<file path="src/rtl/ffmp_pkg.sv">
package ffmp_pkg;

    // Configuration register indexes
    localparam logic [1:0] CFG_SYNC_FIRST  = 2'd0;
    localparam logic [1:0] CFG_SYNC_SECOND = 2'd1;
    localparam logic [1:0] CFG_KNOWN_CLASS = 2'd2;

    // Register reset values
    localparam logic [7:0] SYNC_FIRST_RST  = 8'hB5;
    localparam logic [7:0] SYNC_SECOND_RST = 8'h62;
    localparam logic [7:0] KNOWN_CLASS_RST = 8'h05;

    // Known ids within the accepted class
    localparam logic [7:0] ID_NAK = 8'h00;
    localparam logic [7:0] ID_ACK = 8'h01;

    // Result kind
    localparam logic KIND_PAYLOAD   = 1'b0;
    localparam logic KIND_FRAME_END = 1'b1;

    // Frame status codes
    typedef enum logic [1:0] {
        ST_OK       = 2'd0,
        ST_CKSUM    = 2'd1,
        ST_UNKNOWN  = 2'd2
    } t_status;

endpackage

</file>
<file path="src/rtl/fletcher_framed_message_parser.sv">
// A payload or second checksum byte shows its result word in the cycle after it is taken.
// Throughput: one byte per cycle unless a word waits untaken; the result register drains while
//   the next byte enters, and parse state and both Fletcher sums update as the byte is taken.
// Reset (synchronous, active low): parser hunts for the first sync byte, sums and frame
//   fields clear, sync/class registers return to B5h, 62h and 05h, no result pending.
module fletcher_framed_message_parser (
    input  logic                 i_clk,
    input  logic                 i_rst_n,
    // byte input channel
    input  logic                 i_in_valid,
    output logic                 o_in_ready,
    input  logic [7:0]           i_rx_byte,
    // result channel
    output logic                 o_out_valid,
    input  logic                 i_out_ready,
    output logic                 o_kind,
    output logic [7:0]           o_data_byte,
    output logic [15:0]          o_byte_index,
    output logic [7:0]           o_msg_class,
    output logic [7:0]           o_msg_id,
    output logic [15:0]          o_msg_length,
    output ffmp_pkg::t_status    o_frame_status,
    // configuration write port
    input  logic                 i_cfg_we,
    input  logic [1:0]           i_cfg_index,
    input  logic [7:0]           i_cfg_data
);
    import ffmp_pkg::*;

    typedef enum logic [3:0] {
        PH_SYNC1   = 4'd0,
        PH_SYNC2   = 4'd1,
        PH_CLASS   = 4'd2,
        PH_ID      = 4'd3,
        PH_LEN_LO  = 4'd4,
        PH_LEN_HI  = 4'd5,
        PH_PAYLOAD = 4'd6,
        PH_CK_A    = 4'd7,
        PH_CK_B    = 4'd8
    } t_phase;

    // configuration
    logic [7:0]  r_sync_first, r_sync_second, r_known_class;

    // parse state
    t_phase      r_phase, n_phase;
    logic [7:0]  r_class, n_class;
    logic [7:0]  r_id, n_id;
    logic [15:0] r_len, n_len;
    logic [15:0] r_seen, n_seen;
    logic [7:0]  r_sum_a, n_sum_a;
    logic [7:0]  r_sum_b, n_sum_b;
    logic [7:0]  r_rcv_a, n_rcv_a;

    // result register
    logic        r_out_valid;
    logic        r_kind, n_kind;
    logic [7:0]  r_data, n_data;
    logic [15:0] r_index, n_index;
    logic [7:0]  r_res_class, r_res_id;
    logic [15:0] r_res_len;
    t_status     r_status, n_status;
    logic        n_emit;

    logic        in_fire;
    logic [7:0]  fold_a;     // sum A after folding in this byte
    logic [7:0]  base_a, base_b;
    logic [15:0] seen_inc;

    // The result register is free when empty or being taken this cycle.
    assign o_in_ready = !r_out_valid || i_out_ready;
    assign in_fire    = i_in_valid && o_in_ready;

    // Sums restart on the class byte.
    assign base_a   = (r_phase == PH_CLASS) ? 8'd0 : r_sum_a;
    assign base_b   = (r_phase == PH_CLASS) ? 8'd0 : r_sum_b;
    assign fold_a   = base_a + i_rx_byte;
    assign seen_inc = r_seen + 16'd1;

    always_comb begin
        n_phase  = r_phase;
        n_class  = r_class;
        n_id     = r_id;
        n_len    = r_len;
        n_seen   = r_seen;
        n_sum_a  = r_sum_a;
        n_sum_b  = r_sum_b;
        n_rcv_a  = r_rcv_a;
        n_emit   = 1'b0;
        n_kind   = KIND_PAYLOAD;
        n_data   = 8'd0;
        n_index  = 16'd0;
        n_status = ST_OK;
        unique case (r_phase)
            PH_SYNC1: begin
                if (i_rx_byte == r_sync_first) n_phase = PH_SYNC2;
            end
            PH_SYNC2: begin
                // a repeated first sync byte keeps us waiting for the second
                if (i_rx_byte == r_sync_second)     n_phase = PH_CLASS;
                else if (i_rx_byte != r_sync_first) n_phase = PH_SYNC1;
            end
            PH_CLASS: begin
                n_sum_a = fold_a;
                n_sum_b = base_b + fold_a;
                n_class = i_rx_byte;
                n_phase = PH_ID;
            end
            PH_ID: begin
                n_sum_a = fold_a;
                n_sum_b = base_b + fold_a;
                n_id    = i_rx_byte;
                n_phase = PH_LEN_LO;
            end
            PH_LEN_LO: begin
                n_sum_a = fold_a;
                n_sum_b = base_b + fold_a;
                n_len   = {8'd0, i_rx_byte};
                n_phase = PH_LEN_HI;
            end
            PH_LEN_HI: begin
                n_sum_a = fold_a;
                n_sum_b = base_b + fold_a;
                n_len   = {i_rx_byte, r_len[7:0]};
                n_seen  = 16'd0;
                // empty payload goes straight to the checksum
                n_phase = ({i_rx_byte, r_len[7:0]} == 16'd0) ? PH_CK_A : PH_PAYLOAD;
            end
            PH_PAYLOAD: begin
                n_sum_a = fold_a;
                n_sum_b = base_b + fold_a;
                n_emit  = 1'b1;
                n_kind  = KIND_PAYLOAD;
                n_data  = i_rx_byte;
                n_index = r_seen;
                n_seen  = seen_inc;
                if (seen_inc == r_len) n_phase = PH_CK_A;
            end
            PH_CK_A: begin
                n_rcv_a = i_rx_byte;
                n_phase = PH_CK_B;
            end
            PH_CK_B: begin
                n_emit = 1'b1;
                n_kind = KIND_FRAME_END;
                // checksum failure outranks an unknown message
                priority if (r_rcv_a != r_sum_a || i_rx_byte != r_sum_b) begin
                    n_status = ST_CKSUM;
                end else if (r_class != r_known_class ||
                             (r_id != ID_NAK && r_id != ID_ACK)) begin
                    n_status = ST_UNKNOWN;
                end else begin
                    n_status = ST_OK;
                end
                n_phase = PH_SYNC1;
            end
            default: begin
                n_phase = PH_SYNC1;
            end
        endcase
    end

    // configuration registers
    always_ff @(posedge i_clk) begin
        if (!i_rst_n) begin
            r_sync_first  <= SYNC_FIRST_RST;
            r_sync_second <= SYNC_SECOND_RST;
            r_known_class <= KNOWN_CLASS_RST;
        end else if (i_cfg_we) begin
            unique case (i_cfg_index)
                CFG_SYNC_FIRST:  r_sync_first  <= i_cfg_data;
                CFG_SYNC_SECOND: r_sync_second <= i_cfg_data;
                CFG_KNOWN_CLASS: r_known_class <= i_cfg_data;
                default: ;
            endcase
        end
    end

    // parse state, advanced once per accepted word
    always_ff @(posedge i_clk) begin
        if (!i_rst_n) begin
            r_phase <= PH_SYNC1;
            r_class <= 8'd0;
            r_id    <= 8'd0;
            r_len   <= 16'd0;
            r_seen  <= 16'd0;
            r_sum_a <= 8'd0;
            r_sum_b <= 8'd0;
            r_rcv_a <= 8'd0;
        end else if (in_fire) begin
            r_phase <= n_phase;
            r_class <= n_class;
            r_id    <= n_id;
            r_len   <= n_len;
            r_seen  <= n_seen;
            r_sum_a <= n_sum_a;
            r_sum_b <= n_sum_b;
            r_rcv_a <= n_rcv_a;
        end
    end

    // result register: valid is control, payload loads with the result
    always_ff @(posedge i_clk) begin
        if (!i_rst_n) begin
            r_out_valid <= 1'b0;
        end else if (in_fire) begin
            r_out_valid <= n_emit;
        end else if (i_out_ready) begin
            r_out_valid <= 1'b0;
        end
    end

    always_ff @(posedge i_clk) begin
        if (in_fire && n_emit) begin
            r_kind      <= n_kind;
            r_data      <= n_data;
            r_index     <= n_index;
            r_res_class <= r_class;
            r_res_id    <= r_id;
            r_res_len   <= r_len;
            r_status    <= n_status;
        end
    end

    assign o_out_valid      = r_out_valid;
    assign o_kind           = r_kind;
    assign o_data_byte      = r_data;
    assign o_byte_index     = r_index;
    assign o_msg_class      = r_res_class;
    assign o_msg_id         = r_res_id;
    assign o_msg_length     = r_res_len;
    assign o_frame_status   = r_status;

`ifndef NO_ASSERTIONS
    // In payload phase the count never reaches the declared length.
    a_payload_count: assert property (@(posedge i_clk) disable iff (!i_rst_n)
        r_phase == PH_PAYLOAD |-> r_seen != r_len)
        else $error("payload count reached declared length while in payload phase");

    // A checksum byte B always yields a frame-end word next cycle.
    a_frame_end: assert property (@(posedge i_clk) disable iff (!i_rst_n)
        (in_fire && r_phase == PH_CK_B) |=> (r_out_valid && r_kind == KIND_FRAME_END))
        else $error("frame end word missing after second checksum byte");

    // A payload byte always yields a payload word next cycle.
    a_payload_word: assert property (@(posedge i_clk) disable iff (!i_rst_n)
        (in_fire && r_phase == PH_PAYLOAD) |=> (r_out_valid && r_kind == KIND_PAYLOAD))
        else $error("payload word missing after payload byte");

    // Payload words carry status ok; frame-end words carry zero data and index.
    a_fields: assert property (@(posedge i_clk) disable iff (!i_rst_n)
        r_out_valid |-> ((r_kind == KIND_PAYLOAD && r_status == ST_OK) ||
                         (r_kind == KIND_FRAME_END && r_data == 8'd0 &&
                          r_index == 16'd0)))
        else $error("result word fields inconsistent with kind");
`endif

endmodule

</file>
<file path="config.mk">
export PLATFORM = sky130hd
export DESIGN_NAME = fletcher_framed_message_parser
export DESIGN_NICKNAME = d
export VERILOG_FILES = /design/src/rtl/ffmp_pkg.sv /design/src/rtl/fletcher_framed_message_parser.sv
export SDC_FILE = /design/constraint.sdc
export NUM_CORES = 1
export LEC_CHECK = 0
export BUFFER_PORTS_ARGS = -buffer_cell sky130_fd_sc_hd__clkbuf_2
export CORE_AREA = 2 2 118 120
export CTS_CLUSTER_SIZE = 12
export DETAILED_ROUTE_END_ITERATION = 7
export DIE_AREA = 0 0 120 122
export PLACE_DENSITY = 0.81
export SYNTH_ARGS = -nofsm -noshare
export SYNTH_HDL_FRONTEND = slang
export SYNTH_SLANG_ARGS = --single-unit
export TNS_END_PERCENT = 20
</file>
<file path="constraint.sdc">
create_clock -name i_clk -period 4.2 [get_ports i_clk]
set_clock_uncertainty 0.1 [all_clocks]
set_input_delay 0.42 -clock i_clk [delete_from_list [all_inputs] [get_ports i_clk]]
set_output_delay 0.42 -clock i_clk [all_outputs]
set_load 0.005 [all_outputs]
</file>
; Word-level counts from Yosys, hierarchy flattened
; Cells that the tools add are included.
[word_totals]
register_bits = 160
elab_cells = 91
[op_classes]
n_addsub = 3
n_mux = 16
n_reduce_logical = 28
n_eq_ne = 21
bitwise_logic = 2
[ops]
columns = operator, count
row1 = case mux 16 bit (2 select lines), 2
row2 = inequality test 8 bit, 4
row3 = case mux 4 bit (8 select lines), 1
row4 = AND reduction 2 bit, 9
row5 = "adder 16 x 1 -> 16 bit, second input constant", 1
row6 = adder 8 bit, 2
row7 = equality test 16 bit, 1
row8 = "equality test 4 x 3 -> 1 bit, second input constant", 4
row9 = equality test 8 bit, 2
row10 = zero test 16 bit, 1
row11 = 2-to-1 mux 4 bit, 4
row12 = 2-to-1 mux 8 bit, 2
row13 = "equality test 4 x 2 -> 1 bit, second input constant", 2
row14 = "inequality test 8 x 1 -> 1 bit, second input constant", 1
row15 = nonzero test 8 bit, 1
row16 = 2-to-1 mux 1 bit, 6
row17 = nonzero test 2 bit, 3
row18 = OR reduction 5 bit, 1
row19 = "equality test 4 x 1 -> 1 bit, second input constant", 1
row20 = "equality test 4 bit, second input constant", 1
row21 = zero test 4 bit, 1
row22 = "inequality test 2 bit, second input constant", 2
row23 = AND reduction 4 bit, 1
row24 = OR reduction 2 bit, 2
row25 = 10 further kinds, 15

; Depth between registers and ports, before layout
; Gate-level depths: netlist (run 1).
[depth]
word_depth = 5
ltp_mapped = 17
ltp_nobuf = 16

; Worst setup path before layout (run 1)
; No wires, ideal clock.
[synth_path]
path_type = reg2reg
start = register r_phase[3]
end = register r_sum_b[7]
arrival_time_ns = 3.456
n_path_buf = 1
path_stages_with_launch = 17
path_slack_ns = 0.525
cell_sequence = dfxtp_1 nor4b_4 clkbuf_1 nor2b_1 ha_1 fa_1 a21o_1 a21oi_1 xnor2_1 ha_1 inv_1 nor2_1 o31a_1 o41ai_1 xnor2_1 mux2i_1 a21boi_1
[synth_between]
elab_chain_len = 4
[synth_rtl]
columns = item, line_no
row1 = start: declaration, fletcher_framed_message_parser.sv:46  ; t_phase r_phase, n_phase;
row2 = start signal: assignment, fletcher_framed_message_parser.sv:191  ; r_phase <= n_phase;
row3 = equality test 4 x 2 -> 1 bit, fletcher_framed_message_parser.sv:75  ; assign base_a = (r_phase == PH_CLASS) ? 8'd0 : r_sum_a;
row4 = 2-to-1 mux 8 bit, fletcher_framed_message_parser.sv:75
row5 = adder 8 bit, fletcher_framed_message_parser.sv:77  ; assign fold_a = base_a + i_rx_byte;
row6 = via fold_a[4], fletcher_framed_message_parser.sv:66  ; logic [7:0] fold_a;
row7 = adder 8 bit, --
row8 = end signal: assignment, fletcher_framed_message_parser.sv:197  ; r_sum_b <= n_sum_b;
row9 = end: declaration, fletcher_framed_message_parser.sv:52  ; logic [7:0] r_sum_b, n_sum_b;
; The timed path passes the listed nets, and every way through them passes these cells.
; A chain may end at the register's enable or synchronous reset.

; Final worst setup path (run 1)
[layout_path]
start = register r_phase[1]
end = register r_sum_b[7]
; The elaborated chain is that of the path after synthesis.

==> results of run 1 <==
[per-stage QoR]
step	instances	power, W
after floorplan	762	0.00173
after global placement	988	0.00177
after detailed placement	988	0.00177
after CTS	1020	0.00325
after global routing	1020	0.00332
final	1020	0.00322
[cell type report]
cell class	instances	share of cell area [%]
tap	180	2.55
multi-input combinational	550	42.2
timing repair buffer	91	5.39
clock buffer	21	5.35
clock inverter	11	1.19
inverter	7	0.298
sequential	160	43.0
[power by group through the flow]
stage / logic [W] / clock network (W) / registers (W)
finish: 0.000131 / 0.00148 / 0.00161
detailed placement: 0.000129 / 0 / 0.00164
floorplan: 0.0000900 / 0 / 0.00164
CTS: 0.000130 / 0.00151 / 0.00161
global placement: 0.000125 / 0 / 0.00164
global route: 0.000142 / 0.00157 / 0.00161
[tightest hold or removal path, cell delays in order]
cell	delay, ns
clkbuf_2	0.11
nand2_1	0.05
nand3_1	0.07
[cell usage after synthesis, types with 2 or more instances]
library cell,n
o211a_1,2
nor2_1,37
nor2b_1,60
nand3_1,27
edfxtp_1,59
nor4_1,10
ha_1,15
or3_1,9
xor2_1,23
o21a_1,2
nand2b_1,5
nand3b_1,5
nand4_1,9
dfxtp_1,101
o21bai_1,2
or4_1,2
clkbuf_1,39
and2_1,27
a21boi_0,40
fa_1,2
nand2_1,73
a21oi_1,19
o41ai_1,2
inv_1,7
buf_2,5
and3_1,9
mux2i_1,50
o21ai_0,32
nor3_1,14
a21o_1,3
xnor2_1,53
[state kept, by name (all words and copies together), names as in the netlist, 4 cells and up]
| name | flops |
|---|---|
| r_phase | 4 |
| r_class | 8 |
| o_data_byte | 8 |
| r_id | 8 |
| r_sum_b | 8 |
| o_msg_id | 8 |
| o_msg_length | 16 |
| r_sync_first | 8 |
| r_seen | 16 |
| r_len | 16 |
| o_byte_index | 16 |
| r_sum_a | 8 |
| r_rcv_a | 8 |
| o_msg_class | 8 |
| r_sync_second | 8 |
| r_known_class | 8 |
[kinds of logic (layout without fill, tap and decap cells)]
| family | Yosys count | after routing |
|---|---|---|
| buf+inv | 52 | 130 |
| flops | 160 | 160 |
| mux | 50 | 50 |
| xor+xnor | 76 | 76 |
| simple gates | 296 | 296 |
| compound gates | 111 | 111 |
| fa+ha+maj | 17 | 17 |
[final timing paths]
| kind | to | slack, ns |
|---|---|---|
| max | r_sum_b[7] | 0.30 |
| min | r_sync_first[4] | 0.16 |
| max reg2reg | r_sum_b[7] | 0.30 |
| min reg2reg | o_msg_id[0] | 0.34 |
[routing by layer]
metal | track usage, % | vias to the layer above
li1 | - | 2778
met1 | 30.3 | 2716
met2 | 41.2 | 182
met3 | 5.62 | 36
met4 | 10.0 | 0
met5 | 0 | -
==> summary.md, run 1 <==
| Metric | Value |
|---|---|
| Highest fanout seen on the critical path | 13 |
| Arrival @ worst endpoint | 4.12 ns |
| Total number of vias | approximately 5700 |
| Gr usage total | around a quarter |
| Initial DRC count | 336 |
| Ys flop type | dfxtp_1 |
| Yosys top cell area share | 26.2% |
| Worst setup EP type | register |
| Syn Inst Count | 762 |
| DP HPWL | 11900 µm |
| Area of the mapped netlist | just under 8000 µm² |
| H-tree depth | 4 |
| Hold Crit Start | i_cfg_data[4] |
| Fraction of layout cells with a size suffix above 1 | ~15% |
| Clock buffer depth | 2 |
| Post CTS Setup Buffer Count | 0 |
| Final Util | 65.3% |
| Worst vdd ir | 254 µV |
| Hold Crit Class | in2reg |
| Comb power frac | 4.1% |
| Routed wl met3 | 979 µm |
| Fin. max-slew vios | 0 |
| Placed Area | just over 8000 µm² |
| Core area | approximately 14000 µm² |
| Root buf cell | clkbuf_16 |
| Final setup viols | 0 |
| Routed length per placed instance | 16.7 µm |
| Cts hold-fix bufs | 0 |
| Largest net degree at the start of global routing | 57 |
| Final Hold Vio Count | 0 |
| Internal power | 0.00253 W |
| Critical path depth | 14 |
| Worst relative slew slack | 29.4% |
| Post-route DRC | 0 |
| Post-synth top area cell | dfxtp_1 |
| Crit path launch type | register |
| Register area | 3790 µm² |
| Syn Area/Cell | slightly above 10 µm² |
| Worst EP required | ~4.4 ns |
| Final worst setup slack | 0.298 ns |
| Slowest stage cell, crit path | dfxtp_1 |
| Maximum clock rate | 256 MHz |
| Seq/Total Area, Yosys | 49.2% |
| Grt ovf | 0 |
| Main combinational cell family by area after synthesis | simple AND/OR/NAND/NOR gates |
| Compound-Gate Fraction of Synth Area | 9.50% |
| ANT cells | 0 |
| Reg2Reg Depth | 14 |
| Critical path cell sequence | nor4b_4 > buf_4 > nor2b_1 > fa_1 > a21o_1 > a21oi_1 > o21bai_1 > a21oi_1 > xnor2_1 > ha_1 > o41ai_1 > xnor2_1 > mux2i_1 > a21boi_1 |
| Clk pwr share | a little under half |
| Worst-margin pin slew | 1.05 ns |
| Unrepaired setup endpoints after global routing | no |
| Syn Nets | around 800 |
| Die area | 14600 µm² |
| Yosys cell types | 50 |
| Synth Area in Simple Gates | 20.6% |
| Met2 WL post-DR | about 8500 µm |
| Num rows | 43 |
| Die height | 122 µm |
| Sink Count | 160 |
| CTS tree | built |
| Hold depth | 3 |
| Worst path bufs/invs | 1 |
| Worst setup path class | reg2reg |
| Tcrit/Tclk final | 92.9% |
| DRT met1 WL | 7270 µm |
| Initial antenna violation count | 0 |
| Switching Share | 21.5% |
| DR pass1 iterations | 7 |
| Area growth, synth to finish | 14.3% |
| Status | completed |
| Vias in the first global route | 5544 |
| Clock Latency Late Sink | between 0.4 and 0.5 ns |
| Post-cts repair resize count | 0 |
| Drt total wl | 17100 µm |
| Vias per inst | 5.60 |
| Adder-Cell Fraction of Synth Area | between 2 and 3% |
| Fraction of registers with async set/reset | 0% |
| Uppermost layer routed | met4 |
| First-pass GRT wire length | approximately 28000 µm |
| Commonest non-fill, non-tap cells in the layout | dfxtp_1 (101), clkbuf_2 (83), nand2_1 (73), nor2b_1 (60), edfxtp_1 (59) |
| Yosys warns | 0 |
| Port buffer count | 83 |
| Area contributors post-synth | dfxtp_1 (26%), edfxtp_1 (23%), mux2i_1 (6.5%) |
| Post-synthesis mux area share | between 6 and 7% |
| Clock slew at reported path FFs | 0.06 ns |
| GPL Wtd Cong | 0.947 |
| Final Critical Period | 3.90 ns |
| Post-synth EDFFs | 59 |
| CP peak stage delay | 0.54 ns |
| Total negative slack | 0 ns |
| Max_cap viols | 0 |
| Starting density of the core | between 50% and 60% |
| Chip width | between 100 and 150 µm |
| Leakage | approximately 3.7 nW |
| RR Startpoint | r_phase[1] |
| Multi-input gate area | 3720 µm² |
| CTS buffer count | 17 |
| PwrDens | between 300 and 400 nW/µm² |
| Post-synthesis register bit count | 160 |
| Final net count | 867 |
| Xor/xnor share of the synthesized area | 8.63% |
| Fillers | 1047 |
| Commonest non-fill, non-tap cell in the layout | dfxtp_1 |
| Hold Slack | approximately 0.16 ns |
| Placement Setup Slack | 0.310 ns |
| Crit path from | r_phase[1] |
| Final ANT Viol Nets | 0 |
| Seq pwr share | ~50% |
| Finished Cell Area | 8820 µm² |
| Sw power | 0.000694 W |
| Crit-path leading delay family | compound AO/OA/AOI/OAI gates |
| I/O pin cnt | 84 |
Note: power is estimated with default switching activity, not from simulation.
==> run 2, diff against run 1 <==
--- a/config.mk
+++ b/config.mk
@@ -5,13 +5,13 @@
 export SDC_FILE = /design/constraint.sdc
 export NUM_CORES = 1
 export LEC_CHECK = 0
+export ABC_AREA = 1
 export BUFFER_PORTS_ARGS = -buffer_cell sky130_fd_sc_hd__clkbuf_2
-export CORE_AREA = 2 2 118 120
+export CORE_AREA = 2 2 117 119
 export CTS_CLUSTER_SIZE = 12
 export DETAILED_ROUTE_END_ITERATION = 7
-export DIE_AREA = 0 0 120 122
+export DIE_AREA = 0 0 119 121
 export PLACE_DENSITY = 0.81
 export SYNTH_ARGS = -nofsm -noshare
 export SYNTH_HDL_FRONTEND = slang
 export SYNTH_SLANG_ARGS = --single-unit
-export TNS_END_PERCENT = 20
==> summary.md, run 2 <==
| Metric | Value |
|---|---|
| Status | completed (unchanged) |
| Finished Cell Area | 8710 µm² (was 8820 µm²) |
| GRT busiest layer | met2 (unchanged) |
| H-tree depth | 4 (unchanged) |
| Vias in the first global route | 6010 (was 5544) |
| Final setup viols | 0 (unchanged) |
| Reg2Reg Depth | 22 (was 14) |
| Post-synthesis register bit count | 160 (unchanged) |
| Fraction of layout cells with a size suffix above 1 | 13.9% (was 15.4%) |
| Placed insts | 1157 (was 988) |
| Worst path bufs/invs | 4 (was 1) |
| Vias per inst | 5.45 (was 5.60) |
| Critical path cell sequence | inv_1 > nor2_1 > nand2_1 > inv_1 > nor2_1 > ha_1 > fa_1 > a31oi_1 > nor2_1 > nor2_1 > nor2_1 > nor2_1 > xnor2_1 > ha_1 > a21oi_1 > o21ai_0 > a31oi_1 > inv_1 > nand2_1 > nand3_1 > nand2_1 > inv_1 (was nor4b_4 > buf_4 > nor2b_1 > fa_1 > a21o_1 > a21oi_1 > o21bai_1 > a21oi_1 > xnor2_1 > ha_1 > o41ai_1 > xnor2_1 > mux2i_1 > a21boi_1) |
| Chip width | 119 µm (was 120 µm) |
| CTS tree | built (unchanged) |
| Clock slew at reported path FFs | 0.06 ns (about the same) |
| Arrival @ worst endpoint | 3.90 ns (was 4.12 ns) |
| CP peak stage delay | 0.41 ns (was 0.54 ns) |
| Yosys warns | 0 (unchanged) |
| Maximum clock rate | 273 MHz (was 256 MHz) |
| Worst relative slew slack | 32.8% (was 29.4%) |
| Worst-margin pin slew | 1.00 ns (was 1.05 ns) |
| Die area | 14400 µm² (was 14600 µm²) |
| Register area | 3790 µm² (about the same) |
| Leakage | 3.71 nW (was 3.68 nW) |
| Yosys top cell area share | 26.8% (was 26.2%) |
| Root buf cell | clkbuf_16 (unchanged) |
| ANT cells | 0 (unchanged) |
| Met1 Use GR | 33.1% (was 30.3%) |
| Crit-path leading delay family | simple AND/OR/NAND/NOR gates (was compound AO/OA/AOI/OAI gates) |
| Sink Count | 160 (unchanged) |
| Fraction of registers with async set/reset | 0% (unchanged) |
| Post-synth EDFFs | 59 (unchanged) |
| Num rows | 42 (was 43) |
| Highest fanout seen on the critical path | 6 (was 13) |
| Ys flop type | dfxtp_1 (unchanged) |
| Commonest non-fill, non-tap cell in the layout | nand2_1 (was dfxtp_1) |
| Top post-synthesis cells by count | nand2_1 (175), nor2_1 (113), inv_1 (104) (was dfxtp_1 (101), nand2_1 (73), nor2b_1 (60)) |
| Placement Setup Slack | 0.569 ns (was 0.310 ns) |
| Starting density of the core | 57.6% (was 57.1%) |
| Worst setup EP type | register (unchanged) |
| Post-route DRC | 0 (unchanged) |
| Drt total wl | 17900 µm (was 17100 µm) |
| Met3 Track Usage GR | 5.12% (was 5.62%) |
| Routed length per placed instance | 15.0 µm (was 16.7 µm) |
| Final Critical Period | 3.67 ns (was 3.90 ns) |
| GPL Wtd Cong | 0.982 (was 0.947) |
| Cts hold-fix bufs | 0 (unchanged) |
| Yosys cell types | 36 (was 50) |
| I/O pin cnt | 84 (unchanged) |
| DR pass1 iterations | 5 (was 7) |
| Area contributors post-synth | dfxtp_1 (27%), edfxtp_1 (23%), nand2_1 (8.7%) (was dfxtp_1 (26%), edfxtp_1 (23%), mux2i_1 (6.5%)) |
| Clock buffer depth | 2 (unchanged) |
| Worst setup path class | reg2reg (unchanged) |
| Syn Area/Cell | 8.16 µm² (was 10.1 µm²) |
| Seq/Total Area, Yosys | 50.3% (was 49.2%) |
| Total power | 0.00477 W (was 0.00322 W) |
| Post-synth top area cell | dfxtp_1 (unchanged) |
| First-pass GRT wire length | 29400 µm (was 27900 µm) |
| Initial DRC count | 560 (was 336) |
| Slowest stage cell, crit path | fa_1 (was dfxtp_1) |
| Unrepaired setup endpoints after global routing | no (unchanged) |
| Final net count | 1040 (was 867) |
| Clock Latency Late Sink | 0.43 ns (about the same) |
| Critical path depth | 22 (was 14) |
| Worst vdd ir | 266 µV (was 254 µV) |
| M2 GR Usage | 42.0% (was 41.2%) |
| Final ANT Viol Nets | 0 (unchanged) |
| Syn Inst Count | 924 (was 762) |
| Final worst setup slack | 0.533 ns (was 0.298 ns) |
| Syn Nets | 964 (was 802) |
| Tcrit/Tclk final | 87.3% (was 92.9%) |
| Commonest non-fill, non-tap cells in the layout | nand2_1 (175), nor2_1 (113), inv_1 (104), dfxtp_1 (100), a21oi_1 (86) (was dfxtp_1 (101), clkbuf_2 (83), nand2_1 (73), nor2b_1 (60), edfxtp_1 (59)) |
| Top-count cell post-synth | nand2_1 (was dfxtp_1) |
| Non-filler cells, final | 1189 (was 1020) |
| Multi-input gate area | 3230 µm² (was 3720 µm²) |
| PwrDens | 548 nW/µm² (was 365 nW/µm²) |
| Hold depth | 3 (unchanged) |
| Total number of vias | 6484 (was 5712) |
| Total negative slack | 0 ns (unchanged) |
| Worst EP required | 4.43 ns (was 4.42 ns) |
| Fillers | 1018 (was 1047) |
| Gr usage total | 25.7% (was 24.4%) |
| CP dominant cell by count | nor2_1 |
| Grt ovf | 0 (unchanged) |
| Die height | 121 µm (was 122 µm) |
| DP HPWL | 12300 µm (was 11900 µm) |
| Final Hold Vio Count | 0 (unchanged) |
| Fin. max-slew vios | 0 (unchanged) |
| Placed Area | 8120 µm² (was 8240 µm²) |
| Core area | 13100 µm² (was 13500 µm²) |
| Max_cap viols | 0 (unchanged) |
| Area of the mapped netlist | 7540 µm² (was 7710 µm²) |
| Area growth, synth to finish | 15.5% (was 14.3%) |
| Hold Crit Class | in2reg (unchanged) |
| Initial antenna violation count | 0 (unchanged) |
| Largest net degree at the start of global routing | 63 (was 57) |
| CTS buffer count | 17 (unchanged) |
| Port buffer count | 83 (unchanged) |
| Crit path launch type | register (unchanged) |
[run 2: logic make-up (layout without fill, tap and decap cells)]
family | after synthesis | in the layout | share of synthesized area (%)
AND/OR/NAND/NOR | 403 | 403 | 23.2
AO/OA/AOI/OAI | 164 | 164 | 11.6
flip-flops | 160 | 160 | 50.3
buffers and inverters | 140 | 229 | 7.05
XOR/XNOR | 40 | 40 | 4.83
adder cells (fa/ha/maj) | 17 | 17 | 3.02
[run 2: through the flow]
step	hold slack, ns	utilization, %
2_1_floorplan	0.303	-
3_3_place_gp	0.318	62.0
3_5_place_dp	0.334	62.0
4_1_cts	0.130	66.6
5_1_grt	0.135	66.6
6_report	0.132	66.6
[run 2: final cells by class]
cell class,count,area share [%]
multi-input cells,624,37.0
inverters,109,4.70
clock inverters,13,1.87
repair buffers,88,5.34
well taps,176,2.53
flip-flops and latches,160,43.6
clock buffers,19,4.97
[run 2: where the power goes]
| part | internal, W | switching [W] | total (W) | leakage, nW |
|---|---|---|---|---|
| Combinational | 0.000456 | 0.000784 | 0.00124 | 2.05 |
| Sequential | 0.00184 | 0.000137 | 0.00198 | 1.37 |
| Clock | 0.000935 | 0.000618 | 0.00155 | 0.285 |
| Total | 0.00323 | 0.00154 | 0.00477 | 3.71 |
[run 2: worst paths after layout]
check	start	to	slack, ns
max	r_phase[1]	r_sum_b[7]	0.53
min	i_cfg_data[5]	r_sync_first[5]	0.13
max reg2reg	r_phase[1]	r_sum_b[7]	0.53
min reg2reg	r_len[6]	o_msg_length[6]	0.35
[run 2: layer usage]
metal | wire length, µm | share of wire (%) | vias up
met3 | 1300 | 7.3 | 39
met5 | 0 | 0 | -
met1 | 7550 | 42 | 3004
met2 | 8530 | 48 | 252
met4 | 486 | 2.7 | 0
li1 | - | - | 3189
[run 2: timing repair]
item	CTS	global route
setup buffers	0	0
setup endpoints to repair	0	1
resized for setup	0	1
hold endpoints to repair	0	0
[run 2: worst reg2reg max path, stage by stage, from the launching register on]
cell and delay (ns):
dfxtp_2 0.40, inv_1 0.09, nor2_1 0.17, nand2_1 0.15, inv_1 0.19, nor2_1 0.07
ha_1 0.21, fa_1 0.41, a31oi_1 0.22, nor2_1 0.07, nor2_1 0.11, nor2_1 0.05
nor2_1 0.11, xnor2_1 0.16, ha_1 0.30, a21oi_1 0.14, o21ai_0 0.09, a31oi_1 0.22
inv_1 0.06, nand2_1 0.07, nand3_1 0.06, nand2_1 0.08, inv_1 0.04
